[src/hdl/stb_pkg.sv]
// Shared types and constants for the soft timer bank.
`timescale 1ns / 1ps
package stb_pkg;
    typedef enum logic [2:0] {
        CMD_TICK   = 3'd0,
        CMD_CREATE = 3'd1,
        CMD_DELETE = 3'd2,
        CMD_CHECK  = 3'd3,
        CMD_DELAY  = 3'd4
    } t_cmd;

    localparam logic [1:0] ST_OK    = 2'd0;
    localparam logic [1:0] ST_RANGE = 2'd1;
    localparam logic [1:0] ST_USE   = 2'd2;

    localparam logic [30:0] RUN_WRAP  = 31'h7fffffff;
    localparam logic [15:0] MIN_DELAY = 16'd2;
    localparam int MASK_BITS = 16;

    // Classified command handed from the front end to the timer engine.
    typedef struct packed {
        logic [2:0]  cmd;
        logic [3:0]  timer_id;
        logic        id_ok;
        logic [31:0] period;
        logic        auto_reload;
        logic [15:0] delay_ticks;
    } t_job;

    typedef enum logic [1:0] {
        S_IDLE,
        S_SWEEP,
        S_DONE
    } t_state;
endpackage

[src/hdl/stb_front.sv]
// Front end: accept command beats, classify and queue them.
`timescale 1ns / 1ps
module stb_front
    import stb_pkg::*;
#(
    parameter int NUM_TIMERS = 16
) (
    input  logic        i_clk,
    input  logic        i_rst_n,
    input  logic        i_valid,
    output logic        o_ready,
    input  logic [2:0]  i_cmd,
    input  logic [3:0]  i_timer_id,
    input  logic [31:0] i_period,
    input  logic        i_auto_reload,
    input  logic [15:0] i_delay_ticks,
    output logic        o_job_valid,
    input  logic        i_job_take,
    output t_job        o_job
);
    // Two-entry queue.
    t_job       r_q [2];
    logic       r_wp, r_rp;
    logic [1:0] r_cnt;
    t_job       w_in;

    assign o_ready     = (r_cnt != 2'd2);
    assign o_job_valid = (r_cnt != 2'd0);
    assign o_job       = r_q[r_rp];

    // Classify: id range check up front.
    always_comb begin
        w_in.cmd         = i_cmd;
        w_in.timer_id    = i_timer_id;
        w_in.id_ok       = ({28'd0, i_timer_id} < 32'(NUM_TIMERS));
        w_in.period      = i_period;
        w_in.auto_reload = i_auto_reload;
        w_in.delay_ticks = i_delay_ticks;
    end

    always_ff @(posedge i_clk) begin
        if (i_valid && o_ready) begin
            r_q[r_wp] <= w_in;
        end
        if (!i_rst_n) begin
            r_wp  <= 1'b0;
            r_rp  <= 1'b0;
            r_cnt <= 2'd0;
        end else begin
            if (i_valid && o_ready) r_wp <= ~r_wp;
            if (i_job_take)         r_rp <= ~r_rp;
            r_cnt <= r_cnt + {1'b0, i_valid && o_ready} - {1'b0, i_job_take};
        end
    end
endmodule

[src/hdl/stb_engine.sv]
// Back end: timer state, one timer entry per cycle on tick, result register.
`timescale 1ns / 1ps
module stb_engine
    import stb_pkg::*;
#(
    parameter int NUM_TIMERS = 16
) (
    input  logic        i_clk,
    input  logic        i_rst_n,
    input  logic        i_job_valid,
    output logic        o_job_take,
    input  t_job        i_job,
    output logic        o_valid,
    input  logic        i_ready,
    output logic [1:0]  o_status,
    output logic [15:0] o_expired_mask,
    output logic        o_timer_expired,
    output logic        o_delay_done,
    output logic [30:0] o_run_time
);
    localparam int IW = (NUM_TIMERS > 1) ? $clog2(NUM_TIMERS) : 1;

    logic [31:0] r_remaining [NUM_TIMERS];
    logic [31:0] r_reload    [NUM_TIMERS];
    logic [NUM_TIMERS-1:0] r_periodic, r_expired, r_in_use;
    logic [15:0] r_delay_left;
    logic        r_delay_flag;
    logic [30:0] r_ticks;

    t_state  r_state, n_state;
    logic [IW-1:0] r_idx;
    logic [15:0]   r_mask;
    logic [1:0]    r_status;
    logic          r_texp;
    logic          r_out_valid;

    logic          w_last;
    logic          w_start;
    logic [IW-1:0] w_id;
    logic [30:0]   w_tick_inc;
    logic [31:0]   w_cur, w_dec;

    assign w_id  = IW'(i_job.timer_id);
    assign w_last = ({1'b0, r_idx} == (IW+1)'(NUM_TIMERS - 1));
    assign w_cur  = r_remaining[r_idx];
    assign w_dec  = w_cur - 32'd1;
    assign w_tick_inc = r_ticks + 31'd1;

    // Next state.
    always_comb begin
        n_state = r_state;
        case (r_state)
            S_IDLE: begin
                if (i_job_valid && !r_out_valid)
                    n_state = (i_job.cmd == CMD_TICK) ? S_SWEEP : S_DONE;
            end
            S_SWEEP: if (w_last) n_state = S_DONE;
            S_DONE:  n_state = S_IDLE;
            default: n_state = S_IDLE;
        endcase
    end

    // Outputs of the sequencer.
    always_comb begin
        w_start       = 1'b0;
        o_job_take    = 1'b0;
        case (r_state)
            S_IDLE:  w_start    = i_job_valid && !r_out_valid;
            S_DONE:  o_job_take = 1'b1;
            default: ;
        endcase
    end

    always_ff @(posedge i_clk) begin
        if (!i_rst_n) begin
            r_state      <= S_IDLE;
            r_idx        <= '0;
            r_out_valid  <= 1'b0;
            r_periodic   <= '0;
            r_expired    <= '0;
            r_in_use     <= '0;
            r_delay_left <= '0;
            r_delay_flag <= 1'b0;
            r_ticks      <= '0;
            r_mask       <= '0;
            r_status     <= ST_OK;
            r_texp       <= 1'b0;
            for (int i = 0; i < NUM_TIMERS; i++) begin
                r_remaining[i] <= '0;
                r_reload[i]    <= '0;
            end
        end else begin
            r_state <= n_state;
            if (r_out_valid && i_ready) r_out_valid <= 1'b0;

            // Execute non-tick commands and start ticks.
            if (w_start) begin
                r_mask   <= '0;
                r_idx    <= '0;
                case (i_job.cmd)
                    CMD_TICK: begin
                        r_status <= ST_OK;
                        r_texp   <= 1'b0;
                        if (r_delay_left != 16'd0) begin
                            r_delay_left <= r_delay_left - 16'd1;
                            if (r_delay_left == 16'd1) r_delay_flag <= 1'b1;
                        end
                        r_ticks <= (w_tick_inc == RUN_WRAP) ? 31'd0 : w_tick_inc;
                    end
                    CMD_CREATE: begin
                        r_texp <= 1'b0;
                        if (!i_job.id_ok) r_status <= ST_RANGE;
                        else if (r_in_use[w_id]) r_status <= ST_USE;
                        else begin
                            r_status          <= ST_OK;
                            r_remaining[w_id] <= i_job.period;
                            r_reload[w_id]    <= i_job.period;
                            r_periodic[w_id]  <= i_job.auto_reload;
                            r_expired[w_id]   <= 1'b0;
                            r_in_use[w_id]    <= 1'b1;
                        end
                    end
                    CMD_DELETE: begin
                        r_texp <= 1'b0;
                        if (!i_job.id_ok) r_status <= ST_RANGE;
                        else if (!r_in_use[w_id]) r_status <= ST_USE;
                        else begin
                            r_status          <= ST_OK;
                            r_remaining[w_id] <= '0;
                            r_reload[w_id]    <= '0;
                            r_periodic[w_id]  <= 1'b0;
                            r_in_use[w_id]    <= 1'b0;
                        end
                    end
                    CMD_CHECK: begin
                        if (!i_job.id_ok) begin
                            r_status <= ST_RANGE;
                            r_texp   <= 1'b0;
                        end else begin
                            r_status <= ST_OK;
                            r_texp   <= r_expired[w_id];
                        end
                    end
                    CMD_DELAY: begin
                        r_status <= ST_OK;
                        r_texp   <= 1'b0;
                        if (i_job.delay_ticks != 16'd0) begin
                            r_delay_left <= (i_job.delay_ticks == 16'd1) ?
                                            MIN_DELAY : i_job.delay_ticks;
                            r_delay_flag <= 1'b0;
                        end
                    end
                    default: begin
                        r_status <= ST_OK;
                        r_texp   <= 1'b0;
                    end
                endcase
            end

            // Sweep one timer entry per cycle.
            if (r_state == S_SWEEP) begin
                if (!w_last) r_idx <= r_idx + IW'(1);
                if (w_cur != 32'd0) begin
                    r_remaining[r_idx] <= (w_dec == 32'd0 && r_periodic[r_idx]) ?
                                          r_reload[r_idx] : w_dec;
                    if (w_dec == 32'd0) begin
                        r_expired[r_idx] <= 1'b1;
                        if ({1'b0, r_idx} < (IW+1)'(MASK_BITS))
                            r_mask[4'(r_idx)] <= 1'b1;
                    end
                end
            end

            if (r_state == S_DONE) r_out_valid <= 1'b1;
        end
    end

    assign o_valid         = r_out_valid;
    assign o_status        = r_status;
    assign o_expired_mask  = r_mask;
    assign o_timer_expired = r_texp;
    assign o_delay_done    = r_delay_flag;
    assign o_run_time      = r_ticks;
endmodule

[src/hdl/soft_timer_bank_top.sv]
// Top level of the soft timer bank.
// Usage:
//   Slave channel s_axis_*: one command beat per item. tdata, low bit up:
//   command[2:0], timer_id[6:3], period[38:7], auto_reload[39],
//   delay_ticks[55:40]. Master channel m_axis_*: one result beat per command.
//   tdata, low bit up: status[1:0], expired_mask[17:2], timer_expired[18],
//   delay_done[19], run_time[50:20], zero padded to 56 bits.
//   A non-tick command executes as the engine leaves idle and its result
//   is flagged valid from the done state; a tick walks the timer table one
//   entry a cycle. The single timer-update port means one item at a time.
//   A two-beat command queue keeps accepting while the engine works or
//   the result waits.
//   Reset (i_rst_n low, synchronous) clears all timers, the delay and the
//   run-time counter. If the receiver stalls, the result is held and the
//   engine waits; the queue fills and then tready drops.
`timescale 1ns / 1ps
module soft_timer_bank_top
    import stb_pkg::*;
#(
    parameter int NUM_TIMERS = 16
) (
    input  logic        i_clk,
    input  logic        i_rst_n,
    input  logic        s_axis_tvalid,
    output logic        s_axis_tready,
    // command, timer_id, period, auto_reload, delay_ticks
    input  logic [55:0] s_axis_tdata,
    output logic        m_axis_tvalid,
    input  logic        m_axis_tready,
    // status, expired_mask, timer_expired, delay_done, run_time, pad
    output logic [55:0] m_axis_tdata
);
    logic job_valid, job_take;
    t_job job;
    logic [1:0]  status;
    logic [15:0] mask;
    logic        texp, ddone;
    logic [30:0] rt;

    stb_front #(.NUM_TIMERS(NUM_TIMERS)) u_front (
        .i_clk, .i_rst_n,
        .i_valid(s_axis_tvalid), .o_ready(s_axis_tready),
        .i_cmd(s_axis_tdata[2:0]), .i_timer_id(s_axis_tdata[6:3]),
        .i_period(s_axis_tdata[38:7]), .i_auto_reload(s_axis_tdata[39]),
        .i_delay_ticks(s_axis_tdata[55:40]),
        .o_job_valid(job_valid), .i_job_take(job_take), .o_job(job)
    );

    stb_engine #(.NUM_TIMERS(NUM_TIMERS)) u_engine (
        .i_clk, .i_rst_n,
        .i_job_valid(job_valid), .o_job_take(job_take), .i_job(job),
        .o_valid(m_axis_tvalid), .i_ready(m_axis_tready),
        .o_status(status), .o_expired_mask(mask), .o_timer_expired(texp),
        .o_delay_done(ddone), .o_run_time(rt)
    );

    assign m_axis_tdata = {5'd0, rt, ddone, texp, mask, status};
endmodule

[config.mk]
export PLATFORM = sky130hd
export DESIGN_NAME = soft_timer_bank_top
export DESIGN_NICKNAME = d
export VERILOG_FILES = /design/src/hdl/stb_pkg.sv /design/src/hdl/stb_front.sv /design/src/hdl/stb_engine.sv /design/src/hdl/soft_timer_bank_top.sv
export SDC_FILE = /design/constraint.sdc
export NUM_CORES = 2
export LEC_CHECK = 0
export ABC_AREA = 1
export ABC_CLOCK_PERIOD_IN_PS = 9640
export BUFFER_PORTS_ARGS = -buffer_cell sky130_fd_sc_hd__buf_4
export CAP_MARGIN = 20
export CORE_MARGIN = 2
export CORE_UTILIZATION = 35
export CTS_CLUSTER_DIAMETER = 50
export CTS_CLUSTER_SIZE = 30
export DETAILED_ROUTE_END_ITERATION = 10
export PLACE_DENSITY = 0.48
export SKIP_CTS_REPAIR_TIMING = 1
export SYNTH_ARGS = -nofsm -noshare
export SYNTH_HDL_FRONTEND = slang
export SYNTH_HIERARCHICAL = 1
export SYNTH_SLANG_ARGS = --single-unit
[constraint.sdc]
create_clock -name i_clk -period 9.64 [get_ports i_clk]
set_clock_uncertainty 0.1 [all_clocks]
set_input_delay 0.964 -clock i_clk [delete_from_list [all_inputs] [get_ports i_clk]]
set_output_delay 0.964 -clock i_clk [all_outputs]
set_load 0.005 [all_outputs]
# [Word level (Yosys, flattened, before mapping)]
# Memories as Yosys holds them, arrays and structs flattened. A register that Yosys moved wholly into a read port is not among the register bits.
# Cells that the tools add are included.
[classes] addsub=6 order_cmp=4 n_eq_ne=20 muxes=97 n_bitwise=11 n_reduce_logical=25
[op_table] operator="16-bit 2-to-1 mux" count=24
[op_table] operator="32-bit 2-to-1 mux" count=6
[op_table] operator="16-bit case mux with 2 select lines" count=3
[op_table] operator="32-bit OR reduction" count=3
[op_table] operator="16-bit bitwise AND" count=3
[op_table] operator="16-bit bitwise OR" count=3
[op_table] operator="1-bit 2-to-1 mux" count=39
[op_table] operator="16-bit by 1-bit == test with 1-bit output (second input constant)" count=2
[op_table] operator="32-bit zero test" count=1
[op_table] operator="4-bit 2-to-1 mux" count=8
[op_table] operator="16-bit nonzero test" count=2
[op_table] operator="32-bit nonzero test" count=1
[op_table] operator="32-bit by 1-bit subtractor with 32-bit output (second input constant)" count=1
[op_table] operator="31-bit by 1-bit adder with 31-bit output (second input constant)" count=1
[op_table] operator="31-bit == test (second input constant)" count=1
[op_table] operator="31-bit 2-to-1 mux" count=1
[op_table] operator="16-bit bitwise mux" count=1
[op_table] operator="16-bit inverter" count=1
[op_table] operator="16-bit by 1-bit subtractor with 16-bit output (second input constant)" count=1
[op_table] operator="2-bit 2-to-1 mux" count=7
[op_table] operator="1-bit binary-select mux with 4-bit select" count=3
[op_table] operator="2-bit by 1-bit != test with 1-bit output (second input constant)" count=6
[op_table] operator="4-bit by 5-bit < comparator with 1-bit output (second input constant)" count=2
[op_table] operator="1-bit demux with 4-bit select" count=2
[op_table] operator="other kinds (25)" count=41
[totals] register_bits=126 ramBits=1136 in_bits=60 output_inout_bits=58 elab_cells=181 memories=3
[mem_list] name="u_engine.r_reload" words=16 word_bits=32 rd=1 rd_clocked_by_memory_dff=1 write_ports=16 line_no="stb_engine.sv:24" text="logic [31:0] r_reload [NUM_TIMERS];"
[mem_list] name="u_engine.r_remaining" words=16 word_bits=32 rd=1 rd_clocked_by_memory_dff=1 write_ports=16 line_no="stb_engine.sv:23" text="logic [31:0] r_remaining [NUM_TIMERS];"
[mem_list] name="u_front.r_q" words=2 word_bits=56 rd=1 rd_clocked_by_memory_dff=1 write_ports=1 line_no="stb_front.sv:22" text="t_job r_q [2];"

# [Logic depth before layout (Yosys ltp)]
[depth] word_depth=15 depth_mapped=29 mapped_depth_nobuf=25

# [Hierarchy]
# Netlist, hierarchy kept.
[by_module_without_submodules] module="stb_engine" n_inst=1 cells_each=6102 area_per_inst_um2=54946.4 seq_area_each_um2=33191.8
[by_module_without_submodules] module="stb_front" n_inst=1 cells_each=208 area_per_inst_um2=4441.8 seq_area_each_um2=3463.3
[by_module_without_submodules] module="soft_timer_bank_top" n_inst=1 cells_each=8 area_per_inst_um2=56.3 seq_area_each_um2=0.0

# [Worst setup path after synthesis]
# Ideal clock, no wire load.
[synth_path] path_kind="register to register" from="reg (tool-made name)" to="mem u_engine.r_remaining[7][0], enable pin" setup_ns=0.389 arrival_time_ns=3.724 required_time_ns=9.151 slack_ns=5.427 path_stages_with_launch=19 n_path_buf=3 period_less_slack_ns=4.213 cell_sequence="dfxtp_1 -> buf_6 -> buf_6 -> mux2_4 -> nand2_1 -> inv_1 -> a22oi_1 -> nand2_1 -> nand2_1 -> nand4_1 -> inv_1 -> nand3_1 -> o21ai_1 -> or2_2 -> nand3_1 -> nor2_1 -> nand2_1 -> clkbuf_1 -> nand2_1"
[synth_lines] item="end: declaration" line_no="stb_engine.sv:23"

==> results.sh <==
export IMPL_rr_worst_depth=19
export IMPL_r2r_setup_slack_ns=1.95
export IMPL_critPathMaxStageDelay_ns=1.06
export IMPL_syn2layout_area_growth_pct=13.1
export IMPL_synthCells=6318
export IMPL_io_pins=118
export IMPL_rsz0062_at_grt="no"
export IMPL_dp_cells=8278
export IMPL_cp_arrival_ns=7.98
export IMPL_max_vdd_ir_drop_uv=184
export IMPL_whs_ns=0.228
export IMPL_synthesis_area_um2=59400
export IMPL_ys_seq_area_share_pct=61.7
export IMPL_critPathKind="register to register"
export IMPL_die_w_um=416
export IMPL_num_rows=151
export IMPL_cp_common_cell="nand2_1"
export IMPL_grt_max_degree=142
export IMPL_ant_nets=0
export IMPL_via_count=45700
export IMPL_setup_ws_ns=1.95
export IMPL_min_period_ns=7.69
export IMPL_path_depth=19
export IMPL_cp_required_ns=9.93
export IMPL_yosys_warnings=6
export IMPL_hold_path_class="input pin to register"
export IMPL_max_freq_ghz=0.130
export IMPL_outcome="finished clean"
export IMPL_power_leakage_nw=26.6
export IMPL_syn_area_per_cell_um2=9.41
export IMPL_fin_util_pct=39.8
export IMPL_multi_input_area_um2=19300
export IMPL_fp_dieH_um=416
export IMPL_overflow=0
export IMPL_register_area_um2=36700
export IMPL_grt_pass1_wl_um=304000
export IMPL_cts_buffer_depth=3
export IMPL_drtPass1Iterations=6
export IMPL_crit_fanout=92
export IMPL_numPortBuffers=112
export IMPL_grt_pass1_vias=43400
export IMPL_clk_latency_ns=0.82
export IMPL_final_max_slew_viol_count=0
export IMPL_layout_cells_most_common_list="1328 x nor2_1, 1293 x nand2_1, 1136 x edfxtp_1, 416 x inv_1, 381 x o21ai_0"
export IMPL_viasPerCell=5.34
export IMPL_cellPowerDensity_nw_per_um2=236
export IMPL_r2r_start="u_engine/r_idx[1]"
export IMPL_critPathSlowestCell="nand2_2"
export IMPL_initial_core_util_pct=35.2
export IMPL_path_cells="inv_8, buf_4, nand3_1, nand2_1, nand2_1, nand2_1, nor2_1, nand2_1, nor2_4, nand4_1, nor2_1, nand4_1, nand3_2, inv_2, o21ai_1, inv_1, nor2_1, nand2_2, nand2_2"
export IMPL_dp_hpwl_um=129000
export IMPL_worst_setup_path_end_kind="register"
export IMPL_cts_max_level=4
export IMPL_fp_dieArea_um2=173000
export IMPL_startpoint="u_engine/r_idx[1]"
export IMPL_cp_start_kind="register"
export IMPL_power_mw=15.9
export IMPL_nets=6294
export IMPL_final_cells=8565
export IMPL_core_area_um2=169000
export IMPL_placed_cell_area_um2=61900
export IMPL_worstMarginPinSlew_ns=1.34
export IMPL_cts_root_buf="clkbuf_16"
export IMPL_totalNegativeSetupSlack_ns=0
export IMPL_timing_max_cap_violations=0
export IMPL_clkTransAtPathRegs_ns=0.08
export IMPL_final_common_cell="nor2_1"
export IMPL_path_buf_inv=4
export IMPL_synth_seq_cells=1263
export IMPL_wl_per_cell_um=24.3
export IMPL_numClockSinks=1263
export IMPL_ys_types=52
export IMPL_fin_crit_sh_pct=79.8
export IMPL_setup_viol=0
export IMPL_place_ws_ns=1.99
export IMPL_wirelength_um=209000
export IMPL_crit_family="simple AND/OR/NAND/NOR gates"
export IMPL_fin_area_um2=67200
export IMPL_fillerInstances=16800
export IMPL_antenna_found_initial=5
export IMPL_r2r_end="u_engine/r_remaining[3][9]"
export IMPL_numCtsBuffers=153
export IMPL_gp_congestion=0.904
export IMPL_drc_errors=0
export IMPL_grtUsageTotal_pct=23.6
export IMPL_drive_gt1_share_pct=10.6
export IMPL_cp_endpoint="u_engine/r_remaining[3][9]"
export IMPL_cts_tree="built"
export IMPL_initialDrtViolationCount=4551
export IMPL_slew_headroom_pct=10.9
export IMPL_hold_viol=0
==> state kept, by name, summed over array words and instances (netlist names), 2 cells and up, named ones only <==
signal / count
u_engine/r_expired: 16
u_front/r_cnt: 2
u_engine/o_run_time: 31
u_engine/r_state: 2
u_engine/r_idx: 4
u_engine/r_periodic: 16
u_engine/r_delay_left: 16
u_engine/r_reload: 512
u_engine/o_expired_mask: 16
u_engine/r_remaining: 512
u_engine/o_status: 2
u_front/r_q: 112
==> cell usage after synthesis, drive strengths merged <==
library cell / n / area [µm²]
a211oi: 1 / 7.51
a21oi: 355 / 1880
a221oi: 18 / 164
a22o: 14 / 123
a22oi: 18 / 135
a31oi: 7 / 43.8
a32o: 2 / 20.0
and2: 2 / 12.5
and3: 1 / 6.26
buf: 163 / 1040
clkbuf: 287 / 1080
conb: 2 / 7.51
dfxtp: 127 / 2540
edfxtp: 1136 / 34100
ha: 12 / 150
inv: 424 / 1590
mux2: 56 / 781
nand2: 1365 / 5140
nand3: 250 / 1320
nand3b: 8 / 60.1
nand4: 77 / 482
nor2: 1364 / 5250
nor3: 19 / 95.1
nor4: 12 / 75.1
o211ai: 1 / 7.51
o21a: 1 / 7.51
o21ai: 414 / 2080
o21bai: 1 / 7.51
o22ai: 133 / 832
o31ai: 1 / 7.51
o41ai: 1 / 8.76
or2: 5 / 31.3
or3: 1 / 6.26
or4: 2 / 15.0
xnor2: 15 / 131
xor2: 23 / 201
==> metal layers <==
layer / share of wire, % / track usage, % / vias up
li1: - / - / 21000
met1: 44 / 32.5 / 22800
met2: 46 / 37.5 / 1623
met3: 7.1 / 4.28 / 279
met4: 3.0 / 7.75 / 0
met5: 0 / 0 / -
==> where the power goes <==
group	switching (mW)	internal [mW]
clock	2.64	3.27
combinational	2.81	0.807
sequential	0.120	6.24
==> layout make-up <==
cell class / count / area share, %
timing repair buffer: 195 / 2.55
multi-input combinational: 4185 / 28.7
sequential: 1263 / 54.5
antenna: 1 / 0.00372
clock buffer: 161 / 5.78
tap: 2218 / 4.13
clock inverter: 118 / 1.90
inverter: 424 / 2.39
==> kinds of logic after synthesis <==
group,count (synthesis),synth area share (%)
AO/OA/AOI/OAI,967,8.95
XOR/XNOR,38,0.560
adder cells (fa/ha/maj),12,0.253
buffers and inverters,874,6.24
flip-flops,1263,61.7
multiplexers,56,1.31
other,2,0.0126
AND/OR/NAND/NOR,3106,21.0
==> how the worst min path moves through the flow <==
stage                              from                   to  slack [ns]  cells past startpoint
floorplan           u_engine/r_state[1]  u_engine/r_state[1]        0.32                      1
global route            s_axis_tdata[1]   u_front/r_q[0][54]        0.19                      1
CTS                    s_axis_tdata[51]   u_front/r_q[1][11]        0.16                      1
global placement    u_engine/r_state[1]  u_engine/r_state[1]        0.33                      1
finish                 s_axis_tdata[51]   u_front/r_q[1][11]        0.23                      1
detailed placement  u_engine/r_state[1]  u_engine/r_state[1]        0.35                      1
Power figures use the tool's default switching activity.
